<file path="config.mk">
export PLATFORM = sky130hd
export DESIGN_NAME = rme_div
export DESIGN_NICKNAME = d
export VERILOG_FILES = /design/src/rtl/rme_pkg.sv /design/src/rtl/rme_div.sv
export SDC_FILE = /design/constraint.sdc
export NUM_CORES = 2
export LEC_CHECK = 0
export BUFFER_PORTS_ARGS = -buffer_cell sky130_fd_sc_hd__buf_2
export CORE_ASPECT_RATIO = 1.75
export CORE_MARGIN = 1
export CORE_UTILIZATION = 65
export DETAILED_ROUTE_END_ITERATION = 10
export GPL_TIMING_DRIVEN = 1
export PLACE_DENSITY = 0.82
export SYNTH_ARGS = -nofsm -noshare
export SYNTH_HDL_FRONTEND = slang
export SYNTH_SLANG_ARGS = --single-unit
</file>
<file path="constraint.sdc">
create_clock -name clk -period 13.9 [get_ports clk]
set_clock_uncertainty 0.1 [all_clocks]
set_input_delay 0.695 -clock clk [delete_from_list [all_inputs] [get_ports clk]]
set_output_delay 0.695 -clock clk [all_outputs]
set_load 0.01 [all_outputs]
</file>
<file path="src/rtl/rme_pkg.sv">
// Shared types, widths and constants of the rotation matrix to Euler angle pipeline.
package rme_pkg;

    localparam int FRAC_BITS  = 14;
    localparam int ANGLE_BITS = 16;
    localparam int DATA_W     = 16;

    // Front end: numerators, first square root, divider.
    localparam int NUM_W   = 17;
    localparam int T_W     = 19;
    localparam int SQ_IN_W = 32;
    localparam int RT_W    = SQ_IN_W / 2;
    localparam int QUO_W   = 15;
    localparam int DIVN_W  = 31;
    localparam int DIVD_W  = RT_W + 1;

    // Angle stage: products, atan2 arguments, second square root.
    localparam int PROD_W  = 2 * DATA_W;
    localparam int ARG_W   = 34;
    localparam int AV_W    = 2 * FRAC_BITS + 1;
    localparam int PRAD_W  = 60;
    localparam int PROOT_W = PRAD_W / 2;

    // atan(2^-i) in units of 2^-32 turn.
    localparam logic [31:0] ATAN_TAB [32] = '{
        32'h20000000, 32'h12E4051E, 32'h09FB385B, 32'h051111D4, 32'h028B0D43, 32'h0145D7E1,
        32'h00A2F61E, 32'h00517C55, 32'h0028BE53, 32'h00145F2F, 32'h000A2F98, 32'h000517CC,
        32'h00028BE6, 32'h000145F3, 32'h0000A2FA, 32'h0000517D, 32'h000028BE, 32'h0000145F,
        32'h00000A30, 32'h00000518, 32'h0000028C, 32'h00000146, 32'h000000A3, 32'h00000051,
        32'h00000029, 32'h00000014, 32'h0000000A, 32'h00000005, 32'h00000003, 32'h00000001,
        32'h00000001, 32'h00000000
    };

    // Which quaternion component is formed from the square root.
    typedef enum logic [1:0] {
        BR_TRACE,
        BR_X,
        BR_Y,
        BR_Z
    } branch_t;

    typedef struct packed {
        logic signed [NUM_W-1:0] n0;
        logic signed [NUM_W-1:0] n1;
        logic signed [NUM_W-1:0] n2;
        branch_t                 br;
    } sqrt_side_t;

    typedef struct packed {
        logic [2:0]       neg;
        logic [2:0]       sat;
        logic [QUO_W-1:0] lead;
        branch_t          br;
        logic             deg;
    } div_side_t;

    typedef struct packed {
        logic signed [DATA_W-1:0] w;
        logic signed [DATA_W-1:0] x;
        logic signed [DATA_W-1:0] y;
        logic signed [DATA_W-1:0] z;
    } quat_t;

    typedef struct packed {
        logic signed [ARG_W-1:0] yaw_y;
        logic signed [ARG_W-1:0] yaw_x;
        logic signed [ARG_W-1:0] roll_y;
        logic signed [ARG_W-1:0] roll_x;
        logic                    vneg;
        logic [AV_W-1:0]         av;
        quat_t                   q;
        logic                    deg;
    } pitch_side_t;

    typedef struct packed {
        quat_t q;
        logic  deg;
    } out_side_t;

endpackage

</file>
<file path="src/rtl/rme_div.sv">
// Pipelined restoring divider, several quotient lanes sharing one divisor.
module rme_div
    import rme_pkg::*;
#(
    parameter int LANES  = 3,
    parameter int STEPS  = 3,
    parameter int SIDE_W = 1
)
(
    input  logic               clk,
    input  logic               rst_n,
    input  logic               en,
    input  logic               in_valid,
    input  logic [DIVN_W-1:0]  num [LANES],
    input  logic [DIVD_W-1:0]  den,
    input  logic [SIDE_W-1:0]  in_side,
    output logic               out_valid,
    output logic [QUO_W-1:0]   quo [LANES],
    output logic [SIDE_W-1:0]  out_side
);

    localparam int NSTG = QUO_W / STEPS;

    logic [DIVN_W-1:0] rem_reg  [NSTG][LANES];
    logic [QUO_W-1:0]  q_reg    [NSTG][LANES];
    logic [DIVD_W-1:0] den_reg  [NSTG];
    logic [SIDE_W-1:0] side_reg [NSTG];
    logic [NSTG-1:0]   valid_reg;

    logic [DIVN_W-1:0] rem_next [NSTG][LANES];
    logic [QUO_W-1:0]  q_next   [NSTG][LANES];

    always_comb
    begin
        logic [DIVN_W-1:0] rem_v;
        logic [QUO_W-1:0]  q_v;
        logic [DIVD_W-1:0] den_v;
        logic [DIVN_W:0]   dsh;
        int                b;
        for (int s = 0; s < NSTG; s++)
        begin
            den_v = (s == 0) ? den : den_reg[s-1];
            for (int l = 0; l < LANES; l++)
            begin
                if (s == 0)
                begin
                    rem_v = num[l];
                    q_v   = '0;
                end
                else
                begin
                    rem_v = rem_reg[s-1][l];
                    q_v   = q_reg[s-1][l];
                end
                for (int k = 0; k < STEPS; k++)
                begin
                    b   = QUO_W - 1 - (s * STEPS + k);
                    dsh = {{(DIVN_W+1-DIVD_W){1'b0}}, den_v} << b;
                    if ({1'b0, rem_v} >= dsh)
                    begin
                        rem_v  = rem_v - dsh[DIVN_W-1:0];
                        q_v[b] = 1'b1;
                    end
                end
                rem_next[s][l] = rem_v;
                q_next[s][l]   = q_v;
            end
        end
    end

    always_ff @(posedge clk or negedge rst_n)
    begin
        if (!rst_n)
        begin
            valid_reg <= '0;
        end
        else if (en)
        begin
            for (int s = 0; s < NSTG; s++)
            begin
                valid_reg[s] <= (s == 0) ? in_valid : valid_reg[s-1];
            end
        end
    end

    always_ff @(posedge clk)
    begin
        if (en)
        begin
            for (int s = 0; s < NSTG; s++)
            begin
                den_reg[s]  <= (s == 0) ? den : den_reg[s-1];
                side_reg[s] <= (s == 0) ? in_side : side_reg[s-1];
                for (int l = 0; l < LANES; l++)
                begin
                    rem_reg[s][l] <= rem_next[s][l];
                    q_reg[s][l]   <= q_next[s][l];
                end
            end
        end
    end

    always_comb
    begin
        for (int l = 0; l < LANES; l++)
        begin
            quo[l] = q_reg[NSTG-1][l];
        end
    end

    assign out_valid = valid_reg[NSTG-1];
    assign out_side  = side_reg[NSTG-1];

endmodule

</file>
* After elaboration in Yosys (flattened, before gate mapping) *
Memories as Yosys holds them, arrays and structs flattened.
Cells that the tools add are included.
W data, S select, Z words.

storage, ports and cells
  input port bits = 115
  logic and storage cells = 187
  output and inout port bits = 47
  RAM bits = 780
  bits in registers = 5
  memories = 4

memories
  memory    depth  width  read ports  clocked after memory_dff  write ports  RTL line       source
  rem_reg   5      93     4           0                         5            rme_div.sv:24  logic [DIVN_W-1:0] rem_reg [NSTG][LANES];
  q_reg     5      45     5           0                         5            rme_div.sv:25  logic [QUO_W-1:0] q_reg [NSTG][LANES];
  den_reg   5      17     4           0                         5            rme_div.sv:26  logic [DIVD_W-1:0] den_reg [NSTG];
  side_reg  5      1      5           0                         5            rme_div.sv:27  logic [SIDE_W-1:0] side_reg [NSTG];

operators by class
  magnitude comparators = 45
  multiplexer cells = 92
  $add $sub $neg = 45

operators by type and width
  cell              count
  $mux W31          45
  $ge A31 B17 Y1    3
  $ge A31 B18 Y1    3
  $ge A31 B19 Y1    3
  $ge A31 B20 Y1    3
  $ge A31 B21 Y1    3
  $ge A31 B22 Y1    3
  $ge A31 B23 Y1    3
  $ge A31 B24 Y1    3
  $ge A31 B25 Y1    3
  $ge A31 B26 Y1    3
  $ge A31 B27 Y1    3
  $ge A31 B28 Y1    3
  $ge A31 B29 Y1    3
  $ge A31 B30 Y1    3
  $ge A31 B31 Y1    3
  $sub A31 B17 Y31  3
  $sub A31 B18 Y31  3
  $sub A31 B19 Y31  3
  $sub A31 B20 Y31  3
  $sub A31 B21 Y31  3
  $sub A31 B22 Y31  3
  $sub A31 B23 Y31  3
  $sub A31 B24 Y31  3
  other kinds (8)   68

* Longest topological paths before layout *
An unclocked memory read counts as a cell.

  depth in word-level cells = 7
  mapped depth = 49
  depth with buffers taken out = 43

* Worst setup path before layout *
OpenSTA, ideal clock, no wires.

  kind = input-to-reg
  start = in den[1]
  end = mem rem_reg[0][24] in the netlist's numbering (data pin)
  arrival = 10169 ps
  required time = 13540 ps
  setup slack = 3371 ps
  cell stages on the path = 47
  path through = inv_1 -> ha_1 -> a21o_1 -> a21o_1 -> a21oi_1 -> o21bai_1 -> a21o_1 -> a31o_2 -> a41oi_1 -> a21oi_1 -> clkbuf_1 -> clkbuf_1 -> o21ai_0 -> fa_1 -> nor2b_1 -> o21ai_0 -> a21boi_0 -> o21ai_0 -> [11 not listed] -> inv_1 -> ha_1 -> nor2b_1 -> o21ai_0 -> a21boi_0 -> o21ai_0 -> a21boi_0 -> o2111ai_1 -> a31oi_1 -> a21o_1 -> a221oi_1 -> o21bai_1 -> a21o_1 -> a31oi_1 -> and3_1 -> clkbuf_1 -> clkbuf_1 -> mux2_2

RTL lines
  what         RTL line       source
  from (decl)  rme_div.sv:15  input logic [DIVD_W-1:0] den,
  to (decl)    rme_div.sv:24

==> reports/results.ini <==
[die]
die_w_um=243
dieHeight_um=424
top_level_ports=162
start_util_pct=65.6
core-area_um2=101000
die_area_um2=103000
rows=154

[grt]
grt_max_degree=105
gr-usage-all-layers_pct=39.7
grt_overflow=0
antenna_found_initial=11
grt_pass1_wl_mm=319
grt_pass1_vias=59400

[status]
status=complete, no violations

[setup_path]
crit_arrival_ns=11.94
slowest_stage=o311ai_0
crit_type=flip-flop to flip-flop
required_ns=14.24
cpMostUsedCell=o21ai_0
end_kind=flip-flop
path_max_fanout=40
critPathMaxStageDelay_ns=0.87
start_kind=flip-flop

[cells_and_area]
nets=8862
largest_reg_flops=372
multi_input_area_um2=46300
final_cell_mix=ha_1, a21oi_1, nand2_1
drive_gt1_share_pct=8.43
n_fill_cell=8144
seq_area_um2=17500
area_growth_pct=7.17
final_common_cell=ha_1

[run]
maxCapViolations=0

[clocking]
cts_root_buf=clkbuf_16
cts_tree=yes
clk_latency_ns=0.71
cts.reportedPaths.clkPinSlew_ns=0.07
cts_made_buffers=57
postCtsResizedCells=0
h-tree-depth=2
clockBufferDepth=3
cts_sinks=585

[synth]
avgSynthCellArea_um2=8.49
synth_area_um2=66000
synth_seq_cells=585
ys.flop_type=edfxtp_1
synth_cells=7777
yosys_warnings=0
synth_cell_type_count=99
synth_nets=8699
synth-edff-count=580
ys_seq_area_share_pct=26.6
synth_async_sr_flop_share_pct=0.855

[sta]
finalHoldViolations=0
max_freq_ghz=0.0863
relSlewSlack_pct=6.58
finalCritPeriodShare_pct=83.4
fin_tns_setup_ns=0
tightest_slew_ns=1.39
finalSetupViolCount=0
period_minus_slack_ns=11.59
rsz0062_at_grt=no
slew_violations=0

[detailed_routing]
wl_per_cell_um=22.5
drt_iter0_drc=3964
final_antenna_net_count=0
routed_wirelength_mm=210
drc=0
vias=61000
viasPerCell=6.54
firstDrtPassIters=6

[min_path]
hp-class=primary input to flip-flop

[placement]
hpwl_mm=168
portBuffers=161
routabilityCongestion=1.06

worst max-delay path, delay by kind of cell, from the launching register on:
kind / cells / cell delay [ns]
fa+ha+maj: 3 / 1.09
simple gates: 6 / 1.66
mux: 1 / 0.41
compound gates: 20 / 6.28
buf+inv: 6 / 1.41
flops: 1 / 0.34
cells in the mapped netlist, types with 52 or more instances:
cell type	number	area share (%)
o21a_1	112	1.3
o31ai_1	79	0.90
nand3_1	183	1.4
edfxtp_1	580	26
nor2_1	675	3.8
a21oi_1	752	5.7
o21ai_0	500	3.8
ha_1	765	14
nand2b_1	117	1.1
mux2i_1	58	0.88
nand4_1	156	1.5
xnor2_1	418	5.5
nor2b_1	128	1.2
xor2_1	233	3.1
mux2_2	200	3.4
and3_1	72	0.68
a211oi_1	64	0.73
nand2_1	682	3.9
or3_1	63	0.60
clkbuf_1	154	0.88
a21boi_0	52	0.59
inv_1	410	2.3
nor3_1	136	1.0
o21bai_1	69	0.78
nor4_1	82	0.78
a31oi_1	58	0.55
a21o_1	278	3.2
what timing repair did:
action / CTS / global route
hold buffers: 1 / 0
hold endpoints to repair: 5 / 0
setup buffers: 0 / 0
metrics by stage:
| stage | std cells | utilization, % | setup WS [ns] | cell area, µm² | hold slack [ns] |
|---|---|---|---|---|---|
| 2_1_floorplan | 7777 | - | 3.37 | 66000 | 0.299 |
| 3_3_place_gp | 9202 | 68.3 | 2.08 | 68700 | 0.300 |
| 3_5_place_dp | 9202 | 68.3 | 1.89 | 68700 | 0.305 |
| 4_1_cts | 9310 | 70.3 | 2.46 | 70700 | 0.0571 |
| 5_1_grt | 9317 | 70.3 | 1.48 | 70700 | 0.0738 |
| 6_report | 9322 | 70.4 | 2.31 | 70800 | 0.0791 |
cell type report:
| cell class | instances | share of cell area, % |
|---|---|---|
| Antenna cell | 8 | 0.0283 |
| Timing Repair Buffer | 278 | 2.40 |
| Tap cell | 1326 | 2.34 |
| Sequential cell | 585 | 24.8 |
| Inverter | 420 | 2.23 |
| Clock inverter | 46 | 0.789 |
| Multi-Input combinational cell | 6598 | 65.4 |
| Clock buffer | 61 | 2.04 |
final timing paths:
kind	slack, ns	to	depth (start not counted)	from
max in group asynchronous	13.32	valid_reg[2]	2	rst_n
worst max-delay path	2.31	rem_reg[3][73]	36	den_reg[0][35]
min in group asynchronous	0.25	valid_reg[1]	2	rst_n
worst min-delay path	0.08	rem_reg[0][0]	1	num[0]
worst max register to register	2.31	rem_reg[3][73]	36	den_reg[0][35]
worst min register to register	0.29	q_reg[3][38]	0	q_reg[2][38]
logic make-up (layout without fill, tap and decap cells):
group,Yosys count,in the layout,synth area share (%)
simple gates,2548,2548,19.0
compound gates,2312,2312,22.0
fa+ha+maj,807,807,15.8
xor+xnor,652,652,8.66
buf+inv,594,805,3.42
flops,585,585,26.6
mux,279,279,4.65
other cells,0,8,0
per-layer routing:
metal	wire [µm]	share of wire, %	GRT usage [%]
met3	11500	5.5	6.13
met4	27000	13	43.5
met2	103000	49	70.8
met5	23	0.011	0
met1	68900	33	36.8
Power is left out: the tool's default activity adds up to more than one toggle a clock period on the data nets, which glitch-free logic cannot reach.
