## config.mk

```make
export PLATFORM = sky130hd
export DESIGN_NAME = rme_isqrt
export DESIGN_NICKNAME = d
export VERILOG_FILES = /design/src/rtl/rme_pkg.sv /design/src/rtl/rme_isqrt.sv
export SDC_FILE = /design/constraint.sdc
export NUM_CORES = 1
export LEC_CHECK = 0
export BUFFER_PORTS_ARGS = -buffer_cell sky130_fd_sc_hd__buf_2
export CAP_MARGIN = 5
export CORE_UTILIZATION = 45
export DETAILED_ROUTE_END_ITERATION = 8
export PLACE_DENSITY = 0.63
export SETUP_SLACK_MARGIN = 0.15
export SLEW_MARGIN = 20
export SYNTH_ARGS = -nofsm -noshare
export SYNTH_HDL_FRONTEND = slang
export SYNTH_SLANG_ARGS = --single-unit
```

## constraint.sdc

```tcl
create_clock -name clk -period 5.6 [get_ports clk]
set_input_delay 0.28 -clock clk [delete_from_list [all_inputs] [get_ports clk]]
set_output_delay 0.28 -clock clk [all_outputs]
set_load 0.1 [all_outputs]
```

## src/rtl/rme_pkg.sv

```systemverilog
// Shared types, widths and constants of the rotation matrix to Euler angle pipeline.
package rme_pkg;

    localparam int FRAC_BITS  = 14;
    localparam int ANGLE_BITS = 16;
    localparam int DATA_W     = 16;

    // Front end: numerators, first square root, divider.
    localparam int NUM_W   = 17;
    localparam int T_W     = 19;
    localparam int SQ_IN_W = 32;
    localparam int RT_W    = SQ_IN_W / 2;
    localparam int QUO_W   = 15;
    localparam int DIVN_W  = 31;
    localparam int DIVD_W  = RT_W + 1;

    // Angle stage: products, atan2 arguments, second square root.
    localparam int PROD_W  = 2 * DATA_W;
    localparam int ARG_W   = 34;
    localparam int AV_W    = 2 * FRAC_BITS + 1;
    localparam int PRAD_W  = 60;
    localparam int PROOT_W = PRAD_W / 2;

    // atan(2^-i) in units of 2^-32 turn.
    localparam logic [31:0] ATAN_TAB [32] = '{
        32'h20000000, 32'h12E4051E, 32'h09FB385B, 32'h051111D4, 32'h028B0D43, 32'h0145D7E1,
        32'h00A2F61E, 32'h00517C55, 32'h0028BE53, 32'h00145F2F, 32'h000A2F98, 32'h000517CC,
        32'h00028BE6, 32'h000145F3, 32'h0000A2FA, 32'h0000517D, 32'h000028BE, 32'h0000145F,
        32'h00000A30, 32'h00000518, 32'h0000028C, 32'h00000146, 32'h000000A3, 32'h00000051,
        32'h00000029, 32'h00000014, 32'h0000000A, 32'h00000005, 32'h00000003, 32'h00000001,
        32'h00000001, 32'h00000000
    };

    // Which quaternion component is formed from the square root.
    typedef enum logic [1:0] {
        BR_TRACE,
        BR_X,
        BR_Y,
        BR_Z
    } branch_t;

    typedef struct packed {
        logic signed [NUM_W-1:0] n0;
        logic signed [NUM_W-1:0] n1;
        logic signed [NUM_W-1:0] n2;
        branch_t                 br;
    } sqrt_side_t;

    typedef struct packed {
        logic [2:0]       neg;
        logic [2:0]       sat;
        logic [QUO_W-1:0] lead;
        branch_t          br;
        logic             deg;
    } div_side_t;

    typedef struct packed {
        logic signed [DATA_W-1:0] w;
        logic signed [DATA_W-1:0] x;
        logic signed [DATA_W-1:0] y;
        logic signed [DATA_W-1:0] z;
    } quat_t;

    typedef struct packed {
        logic signed [ARG_W-1:0] yaw_y;
        logic signed [ARG_W-1:0] yaw_x;
        logic signed [ARG_W-1:0] roll_y;
        logic signed [ARG_W-1:0] roll_x;
        logic                    vneg;
        logic [AV_W-1:0]         av;
        quat_t                   q;
        logic                    deg;
    } pitch_side_t;

    typedef struct packed {
        quat_t q;
        logic  deg;
    } out_side_t;

endpackage

```

## src/rtl/rme_isqrt.sv

```systemverilog
// Pipelined digit-by-digit integer square root with a sideband that travels alongside.
module rme_isqrt
    import rme_pkg::*;
#(
    parameter int IN_W   = 32,
    parameter int STEPS  = 2,
    parameter int SIDE_W = 1
)
(
    input  logic                 clk,
    input  logic                 rst_n,
    input  logic                 en,
    input  logic                 in_valid,
    input  logic [IN_W-1:0]      rad,
    input  logic [SIDE_W-1:0]    in_side,
    output logic                 out_valid,
    output logic [IN_W/2-1:0]    root,
    output logic [SIDE_W-1:0]    out_side
);

    localparam int ROOT_W = IN_W / 2;
    localparam int NSTG   = ROOT_W / STEPS;
    localparam int REM_W  = ROOT_W + 3;

    logic [REM_W-1:0]  rem_reg   [NSTG];
    logic [ROOT_W-1:0] root_reg  [NSTG];
    logic [IN_W-1:0]   rad_reg   [NSTG];
    logic [SIDE_W-1:0] side_reg  [NSTG];
    logic [NSTG-1:0]   valid_reg;

    logic [REM_W-1:0]  rem_next  [NSTG];
    logic [ROOT_W-1:0] root_next [NSTG];
    logic [IN_W-1:0]   rad_next  [NSTG];

    always_comb
    begin
        logic [REM_W-1:0]  rem_v;
        logic [ROOT_W-1:0] root_v;
        logic [IN_W-1:0]   rad_v;
        logic [REM_W-1:0]  trial;
        for (int s = 0; s < NSTG; s++)
        begin
            if (s == 0)
            begin
                rem_v  = '0;
                root_v = '0;
                rad_v  = rad;
            end
            else
            begin
                rem_v  = rem_reg[s-1];
                root_v = root_reg[s-1];
                rad_v  = rad_reg[s-1];
            end
            for (int k = 0; k < STEPS; k++)
            begin
                // Bring down the next pair of radicand bits and try 4*root+1.
                rem_v = {rem_v[REM_W-3:0], rad_v[IN_W-1 -: 2]};
                rad_v = {rad_v[IN_W-3:0], 2'b00};
                trial = {{(REM_W-ROOT_W-2){1'b0}}, root_v, 2'b01};
                if (rem_v >= trial)
                begin
                    rem_v  = rem_v - trial;
                    root_v = {root_v[ROOT_W-2:0], 1'b1};
                end
                else
                begin
                    root_v = {root_v[ROOT_W-2:0], 1'b0};
                end
            end
            rem_next[s]  = rem_v;
            root_next[s] = root_v;
            rad_next[s]  = rad_v;
        end
    end

    always_ff @(posedge clk or negedge rst_n)
    begin
        if (!rst_n)
        begin
            valid_reg <= '0;
        end
        else if (en)
        begin
            for (int s = 0; s < NSTG; s++)
            begin
                valid_reg[s] <= (s == 0) ? in_valid : valid_reg[s-1];
            end
        end
    end

    always_ff @(posedge clk)
    begin
        if (en)
        begin
            for (int s = 0; s < NSTG; s++)
            begin
                rem_reg[s]  <= rem_next[s];
                root_reg[s] <= root_next[s];
                rad_reg[s]  <= rad_next[s];
                side_reg[s] <= (s == 0) ? in_side : side_reg[s-1];
            end
        end
    end

    assign out_valid = valid_reg[NSTG-1];
    assign root      = root_reg[NSTG-1];
    assign out_side  = side_reg[NSTG-1];

endmodule

```

Word-level counts from Yosys, hierarchy flattened
Memories as Yosys holds them, arrays and structs flattened.
Cells that the tools add are included.
{ "word_totals": {"ff_bits": 8, "out_inout_bits": 18, "in_bits": 37, "ram_bits": 512, "mem_count": 4, "word_cells": 71} }
{ "op_classes": {"muxes": 34, "n_lt_le_gt_ge": 16, "add_sub_neg": 16} }
{ "mem_list": {"columns": ["name", "words", "width", "read_ports", "rd_ports_with_merged_regs", "write_ports", "line_no", "rtl"], "rows": [
  ["rad_reg", 8, 28, 7, 0, 8, "rme_isqrt.sv:27", "logic [IN_W-1:0] rad_reg [NSTG];"],
  ["rem_reg", 8, 19, 7, 0, 8, "rme_isqrt.sv:25", "logic [REM_W-1:0] rem_reg [NSTG];"],
  ["root_reg", 8, 16, 8, 0, 8, "rme_isqrt.sv:26", "logic [ROOT_W-1:0] root_reg [NSTG];"],
  ["side_reg", 8, 1, 8, 0, 8, "rme_isqrt.sv:28", "logic [SIDE_W-1:0] side_reg [NSTG];"]
]} }
{ "ops": {"columns": ["cell", "n"], "rows": [
  ["$ge A19 B18 Y1", 14],
  ["$mux W19", 8],
  ["$mux W17", 8],
  ["$sub A19 B18 Y19", 7],
  ["$sub A17 B17 Y17", 7],
  ["$ge A19 B3 Y1", 1],
  ["$sub A19 B3 Y19", 1],
  ["$mux W1", 18],
  ["$sub A2 B1 Y3 const B", 1],
  ["$ge A2 B1 Y1 const B", 1]
]} }

Logic depth before layout (Yosys ltp)
Gate-level depths: netlist (run 1).
An unclocked memory read counts as a cell.
{ "logic_depth": {"ltp_word": 5, "depth_mapped": 23, "mapped_depth_nobuf": 21} }

Worst setup path before layout (run 1)
Ideal clock, no wire load.
{ "synth_path": {"path_kind": "register to register", "startpoint": "mem root_reg[1][2] (netlist bit)", "endpoint": "mem rem_reg[5][16] (netlist bit), data pin", "path_buffers": 3, "setup_time_ps": 259, "path_slack_ps": 559, "path_stages_with_launch": 23, "required_time_ps": 5341, "arrival_ps": 4782, "path_cell_list": "edfxtp_1 > inv_1 > ha_1 > a21oi_1 > o211ai_1 > a32o_1 > or2_2 > buf_2 > inv_1 > buf_1 > nand2_1 > o31ai_1 > ha_1 > a21o_1 > a21oi_1 > o21bai_1 > a21o_1 > a32o_1 > a31o_2 > or4b_1 > buf_2 > o2111a_1 > a211o_1"} }
{ "synth_lines": {"columns": ["item", "line_no"], "rows": [
  ["from (decl)", "rme_isqrt.sv:26"],
  ["to (decl)", "rme_isqrt.sv:25"]
]} }

==> results.cfg, run 1 <==
[logic_synthesis]
synth-main-ff-cell = edfxtp_1
async_reset_ff_frac = 0.02564
syn_area_sq_um = 19490
avgSynthCellArea_sq_um = 10.68
synth_cell_types = 92
ys_seq_elements = 312
synth_fa_ha_area_frac = 0.09502
ys_top_cells_by_count = 304 x edfxtp_1, 148 x ha_1, 132 x inv_1, 132 x nor2_1, 131 x a21oi_1
synth_top_area_share = 0.4684
synth_top_family_by_area = compound AO/OA/AOI/OAI gates
synth_most_common_cell = edfxtp_1
synth_warnings = 0
synthXorXnorAreaFrac = 0.05887
synthCells = 1825
synth.top_cells.by_area = edfxtp_1 47%, ha_1 9.5%, xnor2_1 4.0%
synth_edf_count = 304
yosysSeqAreaShare = 0.4787
synth_compound_area_frac = 0.1531
muxShareOfSynthArea = 0.03615
synth_top_area_cell = edfxtp_1
synth_simple_gate_area_frac = 0.1420

[die]
pin_count = 55
die-area_sq_um = 44140
rows = 75
core_area_sq_um = 42320
start_util = 0.4605
die_height_microns = 210.1
die_x_microns = 210.1

[critical_path]
worst_r2r_endpoint = rem_reg[5][8]
cp.required_ns = 5.88
r2r_setup_slack_ns = 0.44
path_class = flop to flop
r2r-start = root_reg[1][9]
reg2reg_depth = 18
crit_path_end_kind = flop
crit_fanout = 16
cp-start-kind = flop
worstPathArrival_ns = 5.44

[clocking]
htreeDepth = 2
clk_path_buf_depth = 3
cts_num_sinks = 312
clkLatencyLatePin_ns = 0.55
cts_root_buf = clkbuf_16
numCtsBuffers = 36
clk_pin_slew_worst_paths_ns = 0.06
cts_tree = built

[detailed_routing]
first_pass_iters = 6
drc = 0
wire_per_inst_microns = 17.37
via_count = 14140
routed_wl_microns = 44150
viasPerCell = 5.562
drt_iter0_markers = 1005
detail-route-antenna-nets = 0

[global_routing]
grt_use_met2 = 0.3325
grt_max_degree = 138
antenna_found_initial = 0
grt.overflow.total = 0
use_met3 = 0.02533
gr-usage-met1 = 0.2658
grt_pass1_wl_microns = 70400
grt-busiest-layer = met2
grt_pass1_vias = 13680
grtUsageTotal = 0.2005

[timing]
fmax_mhz = 193.8
final.setup.tns_ns = 0
maxSlewViolCount = 0
fin_crit_sh = 0.9214
min_period_ns = 5.160
rsz0062_at_grt = no
fin_skew_ns = 0.01489
hold_viol = 0
slew_headroom = 0.3894
worst_slack_ns = 0.4401
tightest_slew_ns = 0.9160
setup_viol = 0

[cells_and_area]
antennaDiodeCount = 0
nets = 2125
fin_area_sq_um = 22120
drive_gt1_frac = 0.1242
area_growth_pct = 13.52

[min_path]
holdPathStages = 2
min_to = root_reg[0][1]
hold_class = primary input to flop
hold_start = rad[31]

[placed_design]
pre_cts_ws_ns = 0.1820
io_buffers = 54
dp_hpwl_microns = 32880
gp_congestion = 0.8976
dpl_cell_area_sq_um = 20540

[power_and_ir_drop]
peakVddDrop_mv = 0.2066
leakage_nw = 8.893
power.density_nw_per_um2 = 403.4
power.total_mw = 8.926

[flow_run]
drv_cap = 0

[status]
status = finished clean
placed cells by master (no fill, tap or decap), drive strengths merged, types with 7 or more instances in the layout:
cell type,instances
dlygate4sd3,31
o31ai,23
ha,148
xnor2,90
clkinv,13
nor3,39
nand2b,24
nor3b,7
mux2i,16
o21a,22
nand3,36
xor2,41
dfrtp,8
clkbuf,48
mux2,48
nor4,27
a21oi,131
nand4,31
o21bai,15
inv,135
edfxtp,304
and2,10
nand3b,8
nor2,135
a211oi,16
o211ai,12
and3,13
nand2,115
or3,19
nor2b,22
a31oi,11
buf,87
o311ai,7
o21ai,103
or4,10
or2,17
a21boi,7
a31o,9
a21o,54
routing by layer:
metal  vias to the layer above  wire length, microns
met3                        91                  1663
met2                       300                 20560
met4                         0                  1497
met1                      6691                 20440
li1                       7056                     -
met5                         -                     0
how the worst max path moves through the flow:
stage               slack, ns  cells past startpoint            start             end
global placement         0.20                     15  root_reg[0][54]   rem_reg[4][7]
finish                   0.44                     18   root_reg[1][9]   rem_reg[5][8]
detailed placement       0.18                     17  root_reg[0][49]   rem_reg[4][7]
CTS                      0.17                     17  root_reg[0][49]   rem_reg[4][7]
global route             0.19                     16  root_reg[0][33]   rem_reg[3][3]
floorplan                0.56                     22   root_reg[1][2]  rem_reg[5][16]
logic make-up after synthesis:
logic type	after synthesis
adder cells (fa/ha/maj)	148
other	1
flip-flops	312
AND/OR/NAND/NOR	530
buffers and inverters	178
AO/OA/AOI/OAI	461
XOR/XNOR	131
multiplexers	64
stage by stage:
| stage | util | hold slack (ns) | cells |
|---|---|---|---|
| final | 0.5227 | 0.04509 | 2542 |
| after global routing | 0.5227 | 0.03644 | 2542 |
| after global placement | 0.4854 | 0.1228 | 2442 |
| after detailed placement | 0.4854 | 0.1340 | 2442 |
| after floorplan | - | -0.01559 | 1826 |
| after CTS | 0.5208 | 0.01199 | 2536 |
what timing repair did:
item,4_1_cts,5_1_grt
setup endpoints to repair,0,32
setup buffers,0,6
hold buffers,31,0
endpoints found under the hold margin,38,0
resized for setup,0,9
critical path, cell delays in order (launching register included):
cell	delay [ns]
edfxtp_1	0.41
inv_1	0.10
ha_1	0.28
nor4_1	0.19
nand3_1	0.17
or2_2	0.36
or2_2	0.34
buf_4	0.22
a21oi_1	0.26
ha_1	0.36
a31o_2	0.27
a21oi_1	0.18
nor2_1	0.06
o31a_1	0.31
a31o_2	0.27
or4b_4	0.54
nor2_4	0.14
inv_2	0.13
mux2_2	0.30
layout make-up:
type                            instances  area [sq um]
Clock inverter                         15         137.6
Timing Repair Buffer                  118         875.8
Sequential cell                       312          9329
Multi-Input combinational cell       1336          9497
Tap cell                              577         721.9
Inverter                              136         514.2
Clock buffer                           48          1049
Fill cell                            3780         20200
power breakdown:
part           internal [mW]  switching, mW  total, mW  leakage [nW]
Combinational           1.43           1.87       3.30          5.30
Sequential              3.04          0.241       3.28          3.00
Clock                   1.41          0.942       2.35         0.594
Total                   5.88           3.05       8.93          8.89
(Power assumes the default switching activity.)
==> run 2: changes to the inputs <==
CORE_UTILIZATION = 47   (was 45)
PLACE_DENSITY = 0.65   (was 0.63)
SLEW_MARGIN = 40   (was 20)
==> results.cfg, run 2 (synthesis results as in run 1) <==
[status]
status = finished clean

[global_routing]
grt_pass1_vias = 13340
grt.overflow.total = 0
grt_pass1_wl_microns = 69540
antenna_found_initial = 0
grt_max_degree = 148
grtUsageTotal = 0.2087

[power_and_ir_drop]
pwr-share-clk = 0.269
leakage_nw = 8.853
p_int_mw = 5.923
pwr-share-seq = 0.365
peakVddDrop_mv = 0.3522
power.switching_mw = 3.079
comb_power_share = 0.366
power.density_nw_per_um2 = 408.3
switching_share = 0.3420

[critical_path]
cp.required_ns = 5.90
crit_path_end_kind = flop
worst_r2r_endpoint = rem_reg[5][6]
worstPathArrival_ns = 5.45
r2r-start = root_reg[1][2]
path_class = flop to flop
reg2reg_depth = 19
crit_fanout = 12
r2r_setup_slack_ns = 0.45
cp-start-kind = flop

[timing]
maxSlewViolCount = 0
worst_slack_ns = 0.4456
min_period_ns = 5.154
fin_skew_ns = 0.01716
fmax_mhz = 194.0
hold_viol = 0
tightest_slew_ns = 0.8296
rsz0062_at_grt = no
setup_viol = 0
slew_headroom = 0.4470
fin_crit_sh = 0.9204

[min_path]
holdPathStages = 2
min_to = root_reg[0][1]
hold_start = rad[31]
hold_class = primary input to flop

[die]
rows = 74
die_x_microns = 205.6
die_height_microns = 205.6
core_area_sq_um = 40830
die-area_sq_um = 42280
pin_count = 55
start_util = 0.4773

[flow_run]
drv_cap = 0

[detailed_routing]
drc = 0
first_pass_iters = 5
wire_per_inst_microns = 17.74
routed_wl_microns = 44140
drt_iter0_markers = 1009
detail-route-antenna-nets = 0
via_count = 14160
viasPerCell = 5.691

[placed_design]
dpl_cell_area_sq_um = 20410
io_buffers = 54
dp_hpwl_microns = 32690
dpl.cell_count = 2389
pre_cts_ws_ns = 0.01115
gp_congestion = 0.9374

[clocking]
cts_num_sinks = 312
htreeDepth = 2
numCtsBuffers = 37
clk_path_buf_depth = 3
cts_tree = built
cts_root_buf = clkbuf_16
clk_pin_slew_worst_paths_ns = 0.06
clkLatencyLatePin_ns = 0.55

[cells_and_area]
layout_common_cells = 304 x edfxtp_1, 148 x ha_1, 132 x nor2_1
fillers = 3553
drive_gt1_frac = 0.1191
seq_area_sq_um = 9329
multi_input_area_sq_um = 9500
area_growth_pct = 13.12
final_common_cell = edfxtp_1
stdcell_count = 2489
antennaDiodeCount = 0
nets = 2116
fin_area_sq_um = 22050
run 2: how the worst max path moves through the flow:
stage	depth (start not counted)	start	slack, ns	to
finish	19	root_reg[1][2]	0.45	rem_reg[5][6]
global route	20	root_reg[1][0]	0.13	rem_reg[5][6]
CTS	19	root_reg[1][2]	0.15	rem_reg[5][7]
detailed placement	19	root_reg[1][0]	0.01	rem_reg[5][6]
global placement	19	root_reg[1][0]	-0.08	rem_reg[5][6]
floorplan	22	root_reg[1][2]	0.56	rem_reg[5][16]
run 2: metrics by stage:
stage | total power, mW | hold WS (ns) | utilization | setup TNS, ns
6_report | 9.002 | 0.04825 | 0.5399 | 0
5_1_grt | 9.557 | 0.02794 | 0.5399 | 0
4_1_cts | 9.035 | 0.01175 | 0.5376 | 0
3_5_place_dp | 6.541 | 0.1337 | 0.5000 | 0
3_3_place_gp | 6.486 | 0.1328 | 0.5000 | -0.3728
2_1_floorplan | 5.735 | -0.01559 | - | 0
run 2: timing repair:
| item | in CTS | in global routing |
|---|---|---|
| hold buffers | 31 | 0 |
| setup buffers | 0 | 3 |
| gates resized for setup | 3 | 9 |
| endpoints found under the setup margin | 6 | 47 |
| pin swaps | 0 | 3 |
| endpoints found under the hold margin | 38 | 0 |
run 2: power by group through the flow:
| stage | logic (mW) | registers (mW) | clock network, mW |
|---|---|---|---|
| 4_1_cts | 3.25 | 3.29 | 2.50 |
| 2_1_floorplan | 2.42 | 3.31 | 0 |
| 6_report | 3.29 | 3.28 | 2.42 |
| 3_5_place_dp | 3.21 | 3.33 | 0 |
| 3_3_place_gp | 3.16 | 3.33 | 0 |
| 5_1_grt | 3.66 | 3.32 | 2.58 |
run 2: metal layers:
layer,global-route usage,vias to the layer above,wire length [microns]
met3,0.02882,71,1856
met2,0.3438,304,20710
li1,-,7038,-
met5,0,-,0
met4,0.07063,0,1109
met1,0.2812,6751,20460
run 2: worst max-delay path: stages, from the launching register on:
cell      delay [ns]
edfxtp_1        0.40
inv_1           0.10
ha_1            0.38
o211ai_1        0.12
o211ai_1        0.29
a32o_2          0.30
or2_4           0.22
inv_2           0.10
o31ai_2         0.36
ha_1            0.35
a21o_1          0.21
a21oi_1         0.13
o21bai_1        0.09
a21o_1          0.20
a32o_1          0.21
a31o_2          0.22
or4b_1          0.57
nor2_4          0.18
inv_2           0.15
mux2_2          0.32
run 2: final cells by class:
class,instances,area share
clock buffer,41,0.04313
clock inverter,24,0.01203
inverter,136,0.02316
multi-input combinational,1336,0.4309
sequential,312,0.4232
tap,532,0.03019
timing repair buffer,108,0.03740
==> run 3: changes to the inputs <==
RECOVER_POWER = 25   (was unset)
==> results.cfg, run 3 (synthesis results as in run 1) <==
[flow_run]
drv_cap = 0

[die]
start_util = 0.4773
die_x_microns = 205.6
rows = 74
die_height_microns = 205.6
core_area_sq_um = 40830
die-area_sq_um = 42280
pin_count = 55

[global_routing]
antenna_found_initial = 0
grtUsageTotal = 0.2087
grt_max_degree = 148
grt_pass1_vias = 13340
grt.overflow.total = 0
grt_pass1_wl_microns = 69540

[cells_and_area]
fin_area_sq_um = 22040
drive_gt1_frac = 0.1180
nets = 2116
area_growth_pct = 13.11
antennaDiodeCount = 0
final_common_cell = edfxtp_1
stdcell_count = 2489
layout_common_cells = 304 x edfxtp_1, 148 x ha_1, 132 x nor2_1

[power_and_ir_drop]
peakVddDrop_mv = 0.3520
power.total_mw = 9.003
power.density_nw_per_um2 = 408.4
p_int_mw = 5.923
power.switching_mw = 3.080
pwr-share-seq = 0.365
comb_power_share = 0.366
switching_share = 0.3421
leakage_nw = 8.847
pwr-share-clk = 0.269

[placed_design]
dpl.cell_count = 2389
dpl_cell_area_sq_um = 20410
dp_hpwl_microns = 32690
gp_congestion = 0.9374
pre_cts_ws_ns = 0.01115
io_buffers = 54

[critical_path]
crit_fanout = 12
worstPathArrival_ns = 5.45
cp-start-kind = flop
r2r-start = root_reg[1][2]
crit_path_end_kind = flop
cp.required_ns = 5.90
critPathLaunch = root_reg[1][2]
path_class = flop to flop

[clocking]
cts_tree = built
clkLatencyLatePin_ns = 0.55
cts_num_sinks = 312
htreeDepth = 2
cts_root_buf = clkbuf_16
numCtsBuffers = 37
clk_pin_slew_worst_paths_ns = 0.06
clk_path_buf_depth = 3

[timing]
min_period_ns = 5.154
fin_crit_sh = 0.9204
tightest_slew_ns = 0.8268
slew_headroom = 0.4488
setup_viol = 0
fmax_mhz = 194.0
fin_skew_ns = 0.01723
maxSlewViolCount = 0
hold_viol = 0
worst_slack_ns = 0.4458
rsz0062_at_grt = no

[detailed_routing]
drt_iter0_markers = 1009
via_count = 14180
first_pass_iters = 6
routed_wl_microns = 44170
detail-route-antenna-nets = 0
wire_per_inst_microns = 17.75
drc = 0
viasPerCell = 5.698

[min_path]
hold_class = primary input to flop
hold_start = rad[31]

[status]
status = finished clean
[run 3: cell types whose count changed in the layout (fill, tap and decap cells not counted)]
cell      before  now
buf_2         53   51
clkbuf_1       3    5
[run 3: power by group through the flow]
| stage | Combinational (mW) | Clock [mW] | Sequential [mW] |
|---|---|---|---|
| floorplan | 2.42 | 0 | 3.31 |
| global placement | 3.16 | 0 | 3.33 |
| detailed placement | 3.21 | 0 | 3.33 |
| CTS | 3.25 | 2.50 | 3.29 |
| global route | 3.66 | 2.58 | 3.32 |
| finish | 3.30 | 2.42 | 3.28 |
[run 3: layout make-up]
type | instances | area, sq um
well taps | 532 | 665.6
inverters | 136 | 510.5
repair buffers | 108 | 822.0
fillers | 3555 | 18790
flip-flops and latches | 312 | 9329
multi-input cells | 1336 | 9500
clock buffers | 41 | 950.9
clock inverters | 24 | 265.3
[run 3: worst paths after layout]
check | depth (start not counted) | slack [ns] | end
worst max register to register | 19 | 0.45 | rem_reg[5][6]
min in group asynchronous | 2 | 0.19 | valid_reg[7]
worst min register to register | 0 | 0.41 | rad_reg[4][25]
max in group asynchronous | 2 | 5.10 | valid_reg[5]
worst max-delay path | 19 | 0.45 | rem_reg[5][6]
worst min-delay path | 2 | 0.05 | root_reg[0][1]
[run 3: metrics by stage]
stage	util	setup TNS, ns	hold slack [ns]
2_1_floorplan	-	0	-0.01559
3_3_place_gp	0.5000	-0.3728	0.1328
3_5_place_dp	0.5000	0	0.1337
4_1_cts	0.5376	0	0.01175
5_1_grt	0.5399	0	0.02794
6_report	0.5399	0	0.04851
[run 3: timing repair]
action / CTS / global route
cloned: 0 / 0
buffers inserted: 0 / 3
hold buffers: 31 / 0
pin swaps: 0 / 3
endpoints found under the setup margin: 6 / 47
gates resized for setup: 3 / 9
endpoints found under the hold margin: 38 / 0
[run 3: critical path: stages (launching register included)]
cell      delay [ns]
edfxtp_1        0.40
inv_1           0.10
ha_1            0.38
o211ai_1        0.12
o211ai_1        0.29
a32o_2          0.30
or2_4           0.22
inv_2           0.10
o31ai_2         0.36
ha_1            0.35
a21o_1          0.21
a21oi_1         0.13
o21bai_1        0.09
a21o_1          0.20
a32o_1          0.21
a31o_2          0.22
or4b_1          0.57
nor2_4          0.18
inv_2           0.15
mux2_2          0.32
[run 3: metal layers]
metal | share of wire | track usage
met1 | 0.46 | 0.2812
met2 | 0.47 | 0.3438
met3 | 0.041 | 0.02882
met4 | 0.025 | 0.07063
met5 | 0 | 0
